===== config.mk =====
export PLATFORM = sky130hd
export DESIGN_NAME = serial_packet_deframer_crc16_unit_flat
export DESIGN_NICKNAME = d
export VERILOG_FILES = /design/src/design/spd_pkg.sv /design/src/design/spd_in_if.sv /design/src/design/spd_out_if.sv /design/src/design/serial_packet_deframer_crc16_unit.sv /design/src/flat_wrapper.sv
export SDC_FILE = /design/constraint.sdc
export NUM_CORES = 1
export LEC_CHECK = 0
export ABC_CLOCK_PERIOD_IN_PS = 4590
export BUFFER_PORTS_ARGS = -buffer_cell sky130_fd_sc_hd__buf_4
export CAP_MARGIN = 5
export CORE_MARGIN = 1
export CORE_UTILIZATION = 55
export CTS_BUF_LIST = sky130_fd_sc_hd__clkbuf_16
export DETAILED_ROUTE_END_ITERATION = 7
export PLACE_DENSITY_LB_ADDON = 0.08
export SETUP_SLACK_MARGIN = 0.3
export SYNTH_ARGS = -nofsm -noshare
export SYNTH_HDL_FRONTEND = slang
export SYNTH_SLANG_ARGS = --single-unit

===== constraint.sdc =====
create_clock -name i_clk -period 4.59 [get_ports i_clk]
set_input_delay 0.2295 -clock i_clk [delete_from_list [all_inputs] [get_ports i_clk]]
set_output_delay 0.2295 -clock i_clk [all_outputs]
set_load 0.02 [all_outputs]

===== src/design/spd_pkg.sv =====
`timescale 1ns / 1ps
// ============================================================================
// spd_pkg
// Shared types, codes and helpers of the serial packet deframer.
// ============================================================================
package spd_pkg;

    // Operation codes of an input word.
    localparam logic OP_BYTE = 1'b0;
    localparam logic OP_TICK = 1'b1;

    // Event codes of a result word.
    localparam logic [2:0] EV_NONE      = 3'd0;
    localparam logic [2:0] EV_PAYLOAD   = 3'd1;
    localparam logic [2:0] EV_GOOD      = 3'd2;
    localparam logic [2:0] EV_CRC_FAIL  = 3'd3;
    localparam logic [2:0] EV_BAD_HDR   = 3'd4;
    localparam logic [2:0] EV_BAD_START = 3'd5;
    localparam logic [2:0] EV_TIMEOUT   = 3'd6;

    // Configuration register indexes.
    localparam int CFG_IDX_W = 3;
    localparam logic [CFG_IDX_W-1:0] CFG_START_HIGH = 3'd0;
    localparam logic [CFG_IDX_W-1:0] CFG_START_LOW  = 3'd1;
    localparam logic [CFG_IDX_W-1:0] CFG_VERSION    = 3'd2;
    localparam logic [CFG_IDX_W-1:0] CFG_MAX_LENGTH = 3'd3;
    localparam logic [CFG_IDX_W-1:0] CFG_TIMEOUT    = 3'd4;
    localparam int CFG_DATA_W = 16;

    // Register reset values.
    localparam logic [7:0]  RST_START_HIGH = 8'd2;
    localparam logic [7:0]  RST_START_LOW  = 8'd2;
    localparam logic [7:0]  RST_VERSION    = 8'd1;
    localparam logic [7:0]  RST_MAX_LENGTH = 8'd255;
    localparam logic [15:0] RST_TIMEOUT    = 16'd50;

    // Hard limit on the payload length.
    localparam logic [7:0] MAX_PAYLOAD = 8'd255;

    localparam logic [15:0] CRC_SEED = 16'hFFFF;
    localparam logic [15:0] TIMER_MAX = 16'hFFFF;

    typedef logic [31:0] t_count;

    // CRC-16/CCITT, polynomial 0x1021, one byte per call, MSB first.
    function automatic logic [15:0] crc16_update(input logic [15:0] crc, input logic [7:0] b);
        logic [7:0]  x;
        logic [15:0] xw;
        x  = crc[15:8] ^ b;
        x  = x ^ (x >> 4);
        xw = {8'h00, x};
        return {crc[7:0], 8'h00} ^ (xw << 12) ^ (xw << 5) ^ xw;
    endfunction

endpackage


===== src/design/spd_in_if.sv =====
`timescale 1ns / 1ps
// ============================================================================
// spd_in_if
// Input channel: one received byte or one timer tick per word.
// ============================================================================
interface spd_in_if;
    logic       valid;
    logic       ready;
    logic       op;
    logic [7:0] rx_byte;

    modport source (output valid, output op, output rx_byte, input ready);
    modport sink   (input valid, input op, input rx_byte, output ready);
endinterface


===== src/design/spd_out_if.sv =====
`timescale 1ns / 1ps
// ============================================================================
// spd_out_if
// Result channel: event, payload byte with its position, and running counters.
// ============================================================================
interface spd_out_if;
    logic        valid;
    logic        ready;
    logic [2:0]  event_res;
    logic [7:0]  payload_byte;
    logic [7:0]  byte_index;
    logic [7:0]  packet_length;
    logic [31:0] good_count;
    logic [31:0] bad_count;
    logic [31:0] bad_start_count;
    logic [31:0] timeout_count;

    modport source (output valid, output event_res, output payload_byte, output byte_index,
                    output packet_length, output good_count, output bad_count,
                    output bad_start_count, output timeout_count, input ready);
    modport sink   (input valid, input event_res, input payload_byte, input byte_index,
                    input packet_length, input good_count, input bad_count,
                    input bad_start_count, input timeout_count, output ready);
endinterface


===== src/design/serial_packet_deframer_crc16_unit.sv =====
// A result word appears in the cycle after its input word is accepted.
// Throughput: one word per cycle while the result channel drains; the frame state and CRC update together.
// The input is taken whenever the result register is empty or being drained.
// Reset (synchronous, active low) returns to start-mark hunt with the timer stopped,
// counters cleared and the configuration registers at their defaults.
`timescale 1ns / 1ps
// ============================================================================
// serial_packet_deframer_crc16_unit
// Hunts for a two-byte start mark, checks version and length, streams payload
// bytes with their index, checks a big-endian CRC-16/CCITT and reports a verdict.
// ============================================================================
module serial_packet_deframer_crc16_unit (
    input  logic                                i_clk,
    input  logic                                i_rst_n,
    input  logic                                i_cfg_we,
    input  logic [spd_pkg::CFG_IDX_W-1:0]       i_cfg_index,
    input  logic [spd_pkg::CFG_DATA_W-1:0]      i_cfg_wdata,
    spd_in_if.sink                              i_in,
    spd_out_if.source                           o_out
);

    localparam logic [2:0] PH_IDLE       = 3'd0;
    localparam logic [2:0] PH_START_LOW  = 3'd1;
    localparam logic [2:0] PH_VERSION    = 3'd2;
    localparam logic [2:0] PH_LENGTH     = 3'd3;
    localparam logic [2:0] PH_PAYLOAD    = 3'd4;
    localparam logic [2:0] PH_CHECK_HIGH = 3'd5;
    localparam logic [2:0] PH_CHECK_LOW  = 3'd6;

    // Configuration registers.
    logic [7:0]  r_start_high, r_start_low, r_version, r_max_length;
    logic [15:0] r_timeout;

    // Frame state.
    logic [2:0]  r_phase, n_phase;
    logic [7:0]  r_bytes_left, n_bytes_left;
    logic [7:0]  r_frame_len, n_frame_len;
    logic [15:0] r_crc, n_crc;
    logic [7:0]  r_chk_high, n_chk_high;
    logic [15:0] r_timer, n_timer;
    logic        r_timer_run, n_timer_run;
    spd_pkg::t_count r_good, n_good, r_bad, n_bad, r_bad_start, n_bad_start;
    spd_pkg::t_count r_timeouts, n_timeouts;

    // Result register.
    logic        r_out_valid;
    logic [2:0]  r_ev, n_ev;
    logic [7:0]  r_pbyte, n_pbyte, r_pidx, n_pidx, r_plen, n_plen;

    logic        in_fire;
    logic [7:0]  b;
    logic [15:0] timer_inc;
    logic [15:0] got;

    assign i_in.ready = !r_out_valid || o_out.ready;
    assign in_fire    = i_in.valid && i_in.ready;
    assign b          = i_in.rx_byte;
    assign timer_inc  = (r_timer == spd_pkg::TIMER_MAX) ? r_timer : r_timer + 16'd1;
    assign got        = {r_chk_high, b};

    always_ff @(posedge i_clk) begin
        if (!i_rst_n) begin
            r_start_high <= spd_pkg::RST_START_HIGH;
            r_start_low  <= spd_pkg::RST_START_LOW;
            r_version    <= spd_pkg::RST_VERSION;
            r_max_length <= spd_pkg::RST_MAX_LENGTH;
            r_timeout    <= spd_pkg::RST_TIMEOUT;
        end else if (i_cfg_we) begin
            unique case (i_cfg_index)
                spd_pkg::CFG_START_HIGH: r_start_high <= i_cfg_wdata[7:0];
                spd_pkg::CFG_START_LOW:  r_start_low  <= i_cfg_wdata[7:0];
                spd_pkg::CFG_VERSION:    r_version    <= i_cfg_wdata[7:0];
                spd_pkg::CFG_MAX_LENGTH: r_max_length <= i_cfg_wdata[7:0];
                spd_pkg::CFG_TIMEOUT:    r_timeout    <= i_cfg_wdata;
                default: ;
            endcase
        end
    end

    always_comb begin
        n_phase     = r_phase;
        n_bytes_left = r_bytes_left;
        n_frame_len = r_frame_len;
        n_crc       = r_crc;
        n_chk_high  = r_chk_high;
        n_timer     = r_timer;
        n_timer_run = r_timer_run;
        n_good      = r_good;
        n_bad       = r_bad;
        n_bad_start = r_bad_start;
        n_timeouts  = r_timeouts;
        n_ev        = spd_pkg::EV_NONE;
        n_pbyte     = 8'd0;
        n_pidx      = 8'd0;
        n_plen      = 8'd0;
        if (i_in.op == spd_pkg::OP_TICK) begin
            if (r_timer_run) begin
                n_timer = timer_inc;
                if (timer_inc >= r_timeout) begin
                    n_phase     = PH_IDLE;
                    n_timer_run = 1'b0;
                    n_timer     = 16'd0;
                    n_timeouts  = r_timeouts + 32'd1;
                    n_ev        = spd_pkg::EV_TIMEOUT;
                end
            end
        end else begin
            unique case (r_phase)
                PH_IDLE: begin
                    if (b == r_start_high) begin
                        n_phase     = PH_START_LOW;
                        n_timer_run = 1'b1;
                        n_timer     = 16'd0;
                    end else begin
                        n_bad_start = r_bad_start + 32'd1;
                        n_ev        = spd_pkg::EV_BAD_START;
                    end
                end
                PH_START_LOW: begin
                    if (b == r_start_low) begin
                        n_phase = PH_VERSION;
                    end else begin
                        n_bad_start = r_bad_start + 32'd1;
                        n_phase     = PH_IDLE;
                        n_timer_run = 1'b0;
                        n_timer     = 16'd0;
                        n_ev        = spd_pkg::EV_BAD_START;
                    end
                end
                PH_VERSION: begin
                    if (b == r_version) begin
                        n_phase = PH_LENGTH;
                    end else begin
                        n_bad       = r_bad + 32'd1;
                        n_phase     = PH_IDLE;
                        n_timer_run = 1'b0;
                        n_timer     = 16'd0;
                        n_ev        = spd_pkg::EV_BAD_HDR;
                    end
                end
                PH_LENGTH: begin
                    n_frame_len  = b;
                    n_bytes_left = b;
                    n_crc        = spd_pkg::CRC_SEED;
                    if (b != 8'd0 && b <= r_max_length && b <= spd_pkg::MAX_PAYLOAD) begin
                        n_phase = PH_PAYLOAD;
                    end else begin
                        n_bad       = r_bad + 32'd1;
                        n_phase     = PH_IDLE;
                        n_timer_run = 1'b0;
                        n_timer     = 16'd0;
                        n_ev        = spd_pkg::EV_BAD_HDR;
                        n_plen      = b;
                    end
                end
                PH_PAYLOAD: begin
                    n_ev         = spd_pkg::EV_PAYLOAD;
                    n_pbyte      = b;
                    n_pidx       = r_frame_len - r_bytes_left;
                    n_plen       = r_frame_len;
                    n_crc        = spd_pkg::crc16_update(r_crc, b);
                    n_bytes_left = r_bytes_left - 8'd1;
                    if (r_bytes_left == 8'd1) begin
                        n_phase = PH_CHECK_HIGH;
                    end
                end
                PH_CHECK_HIGH: begin
                    n_chk_high = b;
                    n_phase    = PH_CHECK_LOW;
                end
                default: begin
                    // Low checksum byte; unused phase codes land here as well.
                    n_phase     = PH_IDLE;
                    n_timer_run = 1'b0;
                    n_timer     = 16'd0;
                    n_plen      = r_frame_len;
                    if (got == r_crc) begin
                        n_good = r_good + 32'd1;
                        n_ev   = spd_pkg::EV_GOOD;
                    end else begin
                        n_bad = r_bad + 32'd1;
                        n_ev  = spd_pkg::EV_CRC_FAIL;
                    end
                end
            endcase
        end
    end

    always_ff @(posedge i_clk) begin
        if (!i_rst_n) begin
            r_phase      <= PH_IDLE;
            r_bytes_left <= 8'd0;
            r_frame_len  <= 8'd0;
            r_crc        <= spd_pkg::CRC_SEED;
            r_chk_high   <= 8'd0;
            r_timer      <= 16'd0;
            r_timer_run  <= 1'b0;
            r_good       <= 32'd0;
            r_bad        <= 32'd0;
            r_bad_start  <= 32'd0;
            r_timeouts   <= 32'd0;
            r_out_valid  <= 1'b0;
        end else begin
            if (in_fire) begin
                r_phase      <= n_phase;
                r_bytes_left <= n_bytes_left;
                r_frame_len  <= n_frame_len;
                r_crc        <= n_crc;
                r_chk_high   <= n_chk_high;
                r_timer      <= n_timer;
                r_timer_run  <= n_timer_run;
                r_good       <= n_good;
                r_bad        <= n_bad;
                r_bad_start  <= n_bad_start;
                r_timeouts   <= n_timeouts;
                r_out_valid  <= 1'b1;
            end else if (o_out.ready) begin
                r_out_valid <= 1'b0;
            end
        end
    end

    always_ff @(posedge i_clk) begin
        if (in_fire) begin
            r_ev    <= n_ev;
            r_pbyte <= n_pbyte;
            r_pidx  <= n_pidx;
            r_plen  <= n_plen;
        end
    end

    // The counters change only with an accepted word, so they always hold the
    // totals after the word shown in the result register.
    assign o_out.valid           = r_out_valid;
    assign o_out.event_res       = r_ev;
    assign o_out.payload_byte    = r_pbyte;
    assign o_out.byte_index      = r_pidx;
    assign o_out.packet_length   = r_plen;
    assign o_out.good_count      = r_good;
    assign o_out.bad_count       = r_bad;
    assign o_out.bad_start_count = r_bad_start;
    assign o_out.timeout_count   = r_timeouts;

endmodule


===== src/flat_wrapper.sv =====
// flat-port wrapper written by rule: the top's interface ports become plain ports
module serial_packet_deframer_crc16_unit_flat 
  (i_clk, i_rst_n, i_cfg_we, i_cfg_index, i_cfg_wdata, i_in_valid, i_in_op, i_in_rx_byte, i_in_ready, o_out_valid, o_out_event_res, o_out_payload_byte, o_out_byte_index, o_out_packet_length, o_out_good_count, o_out_bad_count, o_out_bad_start_count, o_out_timeout_count, o_out_ready);
  spd_in_if i_in_i ();
  spd_out_if o_out_i ();
  input  logic i_clk;
  input  logic i_rst_n;
  input  logic i_cfg_we;
  input  logic [spd_pkg::CFG_IDX_W-1:0] i_cfg_index;
  input  logic [spd_pkg::CFG_DATA_W-1:0] i_cfg_wdata;
  input wire logic [$bits(i_in_i.valid)-1:0] i_in_valid;
  input wire logic [$bits(i_in_i.op)-1:0] i_in_op;
  input wire logic [$bits(i_in_i.rx_byte)-1:0] i_in_rx_byte;
  output wire logic [$bits(i_in_i.ready)-1:0] i_in_ready;
  output wire logic [$bits(o_out_i.valid)-1:0] o_out_valid;
  output wire logic [$bits(o_out_i.event_res)-1:0] o_out_event_res;
  output wire logic [$bits(o_out_i.payload_byte)-1:0] o_out_payload_byte;
  output wire logic [$bits(o_out_i.byte_index)-1:0] o_out_byte_index;
  output wire logic [$bits(o_out_i.packet_length)-1:0] o_out_packet_length;
  output wire logic [$bits(o_out_i.good_count)-1:0] o_out_good_count;
  output wire logic [$bits(o_out_i.bad_count)-1:0] o_out_bad_count;
  output wire logic [$bits(o_out_i.bad_start_count)-1:0] o_out_bad_start_count;
  output wire logic [$bits(o_out_i.timeout_count)-1:0] o_out_timeout_count;
  input wire logic [$bits(o_out_i.ready)-1:0] o_out_ready;
  assign i_in_i.valid = i_in_valid;
  assign i_in_i.op = i_in_op;
  assign i_in_i.rx_byte = i_in_rx_byte;
  assign i_in_ready = i_in_i.ready;
  assign o_out_valid = o_out_i.valid;
  assign o_out_event_res = o_out_i.event_res;
  assign o_out_payload_byte = o_out_i.payload_byte;
  assign o_out_byte_index = o_out_i.byte_index;
  assign o_out_packet_length = o_out_i.packet_length;
  assign o_out_good_count = o_out_i.good_count;
  assign o_out_bad_count = o_out_i.bad_count;
  assign o_out_bad_start_count = o_out_i.bad_start_count;
  assign o_out_timeout_count = o_out_i.timeout_count;
  assign o_out_i.ready = o_out_ready;
  serial_packet_deframer_crc16_unit u_core (.i_clk(i_clk), .i_rst_n(i_rst_n), .i_cfg_we(i_cfg_we), .i_cfg_index(i_cfg_index), .i_cfg_wdata(i_cfg_wdata), .i_in(i_in_i), .o_out(o_out_i));
endmodule

# Yosys cells after proc, flatten, opt, wreduce, memory -nomap -nowiden
# Index checks and enable logic that the tools add are counted.
# word_totals
out_inout_bits,157
inputBits,33
regBits,264
# classes
n_eq_ne,28
n_lt_le_gt_ge,3
mux,48
n_bitwise,9
n_reduce_logical,31
add_sub_neg,7
# ops
op,n
32-bit 2-to-1 mux,5
32-bit by 1-bit adder with 32-bit output (second input constant),4
16-bit 2-to-1 mux,8
32-bit case mux with 3 select lines,1
16-bit case mux with 5 select lines,1
32-bit case mux with 2 select lines,1
3-bit 2-to-1 mux,13
3-bit case mux with 6 select lines,2
16-bit case mux with 2 select lines,1
8-bit case mux with 2 select lines,2
8-bit equality test,3
16-bit by 1-bit adder with 16-bit output (second input constant),1
16-bit equality test,1
16-bit equality test (second input constant),1
16-bit greater-or-equal comparator,1
16-bit by 13-bit bitwise XOR with 16-bit output,1
16-bit bitwise XOR,1
16-bit by 8-bit bitwise XOR with 16-bit output,1
3-bit by 2-bit equality test with 1-bit output (second input constant),4
3-bit inequality test (second input constant),4
6-bit AND reduction,2
1-bit 2-to-1 mux,10
2-bit AND reduction,5
5-bit AND reduction,2
28 further kinds,51

# Logic depth before layout (Yosys ltp)
# logic_depth
ltp_word,6
mapped_depth,18

# Worst setup path after synthesis
# OpenSTA, ideal clock, no wires.
# synth_timing
path_kind,reg-to-reg
from,register u_core.r_timer[3]
to,"register u_core.r_timeouts[11], in the netlist u_core.o_out.timeout_count[11]"
arrival_ps,3602
required_ps,4462
path_stages_with_launch,17
setup_time_ps,128
setup_slack_ps,861
path_cell_list,dfxtp_1 clkbuf_1 nand4_1 nor4_1 nand2_1 buf_2 mux2_2 ha_1 nor2b_1 o211a_1 o311ai_2 a31oi_2 and3_1 clkbuf_1 nand3_1 xor2_1 nor2_1
# synth_between
elab_chain_len,4
# synth_lines
element,line_no,rtl
start: declaration,serial_packet_deframer_crc16_unit.sv:40,"logic [15:0] r_timer, n_timer;"
start signal: assignment,serial_packet_deframer_crc16_unit.sv:210,r_timer <= n_timer;
16-bit by 1-bit adder with 16-bit output or 16-bit equality test (tied branches),serial_packet_deframer_crc16_unit.sv:58,assign timer_inc = (r_timer == spd_pkg::TIMER_MAX) ? r_timer : r_timer + 16'd1;
16-bit 2-to-1 mux (*),serial_packet_deframer_crc16_unit.sv:58,
16-bit greater-or-equal comparator (*),serial_packet_deframer_crc16_unit.sv:99,if (timer_inc >= r_timeout) begin
4-bit AND reduction (no line) (*),--,
end signal: assignment,serial_packet_deframer_crc16_unit.sv:215,r_timeouts <= n_timeouts;
end: declaration,serial_packet_deframer_crc16_unit.sv:43,"spd_pkg::t_count r_timeouts, n_timeouts;"
# Every way passes the cells marked *; elsewhere a longest branch is shown, timed or not.
# A chain may end at the register's enable or synchronous reset.

# Final worst setup path
# layout_timing
from,register u_core.r_timer[3]
to,register u_core.r_timer[3]
# layout_between
elab_chain_len,6
# layout_lines
element,line_no,rtl
16-bit by 1-bit adder with 16-bit output or 16-bit equality test (tied branches),serial_packet_deframer_crc16_unit.sv:58,
16-bit 2-to-1 mux (*),serial_packet_deframer_crc16_unit.sv:58,
16-bit greater-or-equal comparator,serial_packet_deframer_crc16_unit.sv:99,
16-bit 2-to-1 mux (*),serial_packet_deframer_crc16_unit.sv:99,
16-bit 2-to-1 mux (*),serial_packet_deframer_crc16_unit.sv:97,if (r_timer_run) begin
16-bit 2-to-1 mux (*),serial_packet_deframer_crc16_unit.sv:96,if (i_in.op == spd_pkg::OP_TICK) begin
# Every way passes the cells marked *; elsewhere a longest branch is shown, timed or not. The select of a mux whose other input is x is not followed.

==> flow_summary.yaml <==
detailed_routing:
  met3_length_um: 1810
  wirelength_met1_um: 14200
  dr.pass1.iters: 5
  wl_um: 30600
  route.met2.wl_um: 14100
  route.vias.total: 11000
  wl_per_cell_um: 15.0
  topRoutingLayerUsed: "met4"
  drc_errors: 0
  via_per_inst: 5.39
  antenna_left: 0
  drtIter0Drc: 603
pwr:
  p_total_mw: 4.97
  p_leak_nw: 6.14
  irDropWorstVdd_v: 0.000276
  powerDensity_nw_per_um2: 316
timing:
  clock_skew_ns: 0.0219
  fmax_ghz: 0.246
  min_period_ns: 4.06
  setup_tns_ns: 0
  fin_crit_sh_pct: 88.5
  drv_slew: 0
  timing_hold_violations_final: 0
  rsz0062_at_grt: "no"
  setup_violations: 0
  slew_headroom_pct: 32.8
  tightest_slew_ns: 1.01
worst_setup_path:
  r2r_setup_slack_ns: 0.53
  path_delay_family: "simple AND/OR/NAND/NOR gates"
  path_cells: "nand4_1, nor4_4, nand2_2, mux2_2, ha_1, nor2b_1, o211a_1, o311ai_2, nand4_1, or2_2, o41ai_1"
  r2r_start: "u_core.r_timer[3]"
  worstPathRequired_ns: 5.02
  worstRegToRegCells: 11
  r2r-end: "u_core.r_timer[3]"
  end_kind: "register"
  path_buf_inv: 0
  crit_top_cell: "nand4_1"
  critPathLaunchType: "register"
  arrival_ns: 4.49
  critPathKind: "reg -> reg"
  cp_max_fo: 11
  critPathSlowestCell: "o311ai_2"
  slowest_delay_ns: 0.53
global_routing:
  grt_max_degree: 88
  antenna_found_initial: 0
  grtUsageTotal_pct: 24.9
  grt_pass1_wl_um: 50100
  grt_pass1_vias: 10200
  grt-ovfl-total: 0
clock_network:
  clock_path_buffers: 3
  root_buffer: "clkbuf_16"
  cts_tree: "done"
  cts_buffers: 28
  clock_sinks: 264
  h-tree-depth: 1
  cts.clk_slew.worst_paths_ns: 0.06
  clkLatencyLatePin_ns: 0.54
synthesis:
  synth-main-ff-cell: "dfxtp_1"
  ys_ff_latch: 264
  yosysWarnings: 0
  yosysSeqAreaShare_pct: 42.7
  synth_nets: 1600
  avgSynthCellArea_um2: 8.51
  syn_inst: 1528
  syn-cell-area_um2: 13000
  yosysUniqueCellTypes: 65
  synth-edff-count: 27
  async_reset_ff_share_pct: 0
final_layout:
  stdcell_count: 2038
  multi_input_area_um2: 6900
  syn_to_final_growth_pct: 21.0
  drive_above_1_share_pct: 16.1
  fillers: 1895
  n_antenna_cell: 0
  register_area_um2: 5560
  layout.nets: 1777
placement:
  io_buffer_count: 189
  gp_congestion: 0.849
  dp_cells: 1970
  hpwl_um: 20700
floorplan:
  fp.dieW_um: 156
  die_y_um: 156
  die-area_um2: 24200
  start_util_pct: 56.7
  ioPinCount: 190
  num_rows: 55
  core_area_um2: 22900
run:
  drv_cap: 0
hold_path:
  hold_path_class: "in -> reg"
  holdPathStages: 3
  min_from: "i_in_rx_byte[0]"
  min_to: "u_core.r_frame_len[0]"
status:
  status: "complete, no violations"
==> kinds of logic after synthesis <==
group,synth area share [%]
AOI/OAI and AO/OA,10.1
xor gates and xnor gates,12.3
adders and majority gates,3.81
buffers and inverters,4.39
DFF,42.7
muxes,1.72
and+or+nand+nor,25.0
==> cells in the final DEF, fill, tap and decap left out, types with 9 or more instances in the layout <==
master / count
dfxtp_1: 237
nor2_1: 186
nand3_1: 58
nor2b_1: 11
o211ai_1: 16
inv_1: 67
and2_1: 19
and3_1: 38
clkbuf_16: 29
o22ai_1: 10
ha_1: 38
edfxtp_1: 27
nand2b_1: 9
dlygate4sd3_1: 18
a21oi_1: 96
nand4_1: 36
nor4_1: 19
a22oi_1: 12
and4_1: 10
o21ai_0: 48
or3_1: 25
nor3_1: 32
mux2i_1: 19
nand2_1: 196
buf_4: 201
xnor2_1: 103
xor2_1: 79
==> cell type report <==
cell class                 instances  area share, %
tap                              313           2.49
timing repair buffer             219           10.7
clock inverter                    21           1.46
inverter                          63           1.54
sequential                       264           35.3
multi-input combinational       1129           43.9
clock buffer                      29           4.61
==> report_power, final <==
part | leakage (nW) | switching [mW] | internal (mW)
clock | 0.482 | 0.918 | 1.42
sequential | 2.19 | 0.0133 | 2.35
combinational | 3.47 | 0.170 | 0.101
==> metrics by stage <==
step	utilization [%]	setup slack (ns)	hold WS [ns]	cell area [um2]
floorplan	-	0.861	0.353	13000
global placement	63.6	0.449	0.447	14600
detailed placement	63.6	0.269	0.454	14600
CTS	68.5	0.329	0.0458	15700
global route	68.6	0.294	0.0688	15700
finish	68.6	0.528	0.0626	15700
==> per-layer routing <==
metal	track usage [%]	up-vias
li1	-	5570
met2	41.6	283
met5	0	-
met4	5.84	0
met1	33.9	5100
met3	3.81	34
==> state kept, by name, summed over array words and instances, names as in the netlist <==
| register | count |
|---|---|
| u_core.r_max_length | 8 |
| u_core.o_out.bad_count | 32 |
| u_core.o_out.timeout_count | 32 |
| u_core.r_start_high | 8 |
| u_core.r_timer_run | 1 |
| u_core.r_phase | 3 |
| u_core.r_frame_len | 8 |
| u_core.o_out.good_count | 32 |
| u_core.o_out.byte_index | 8 |
| u_core.r_version | 8 |
| u_core.o_out.payload_byte | 8 |
| u_core.o_out.bad_start_count | 32 |
| u_core.o_out.packet_length | 8 |
| u_core.r_bytes_left | 8 |
| u_core.o_out.valid | 1 |
| u_core.o_out.event_res | 3 |
| u_core.r_timeout | 16 |
| u_core.r_crc | 16 |
| u_core.r_timer | 16 |
| u_core.r_start_low | 8 |
| u_core.r_chk_high | 8 |
==> Yosys cell counts, drive strengths merged, types with 25 or more instances <==
cell type	instances	area share (%)
nand3	60	2.4
xor2	79	5.3
or3	25	1.2
o21ai	49	1.9
ha	38	3.7
nor2	186	5.4
nand4	38	1.9
a21oi	96	3.7
nand2	198	5.7
clkbuf	49	1.4
dfxtp	237	37
nor3	38	1.7
xnor2	103	6.9
inv	63	1.8
edfxtp	27	6.2
and3	38	1.8
==> what timing repair did <==
action	4_1_cts	5_1_grt
setup endpoints to repair	3	34
hold buffers	18	0
resized for setup	1	4
cloned	0	0
buffers inserted	0	0
hold endpoints to repair	49	0
==> how the worst max path moves through the flow <==
stage / from / endpoint / slack (ns) / depth (start not counted)
after detailed placement: u_core.r_timer[0] / u_core.o_out.timeout_count[31] / 0.27 / 16
after floorplan: u_core.r_timer[3] / u_core.o_out.timeout_count[11] / 0.86 / 16
final: u_core.r_timer[3] / u_core.r_timer[3] / 0.53 / 11
after CTS: u_core.r_timer[0] / u_core.o_out.timeout_count[31] / 0.33 / 16
after global routing: u_core.r_timer[3] / u_core.r_timer[3] / 0.29 / 13
after global placement: u_core.r_timer[3] / u_core.o_out.timeout_count[31] / 0.45 / 15
==> tightest hold or removal path: stages <==
cell	delay (ns)
buf_4	0.17
nand2_1	0.08
a21oi_1	0.05
(Power assumes the default switching activity.)
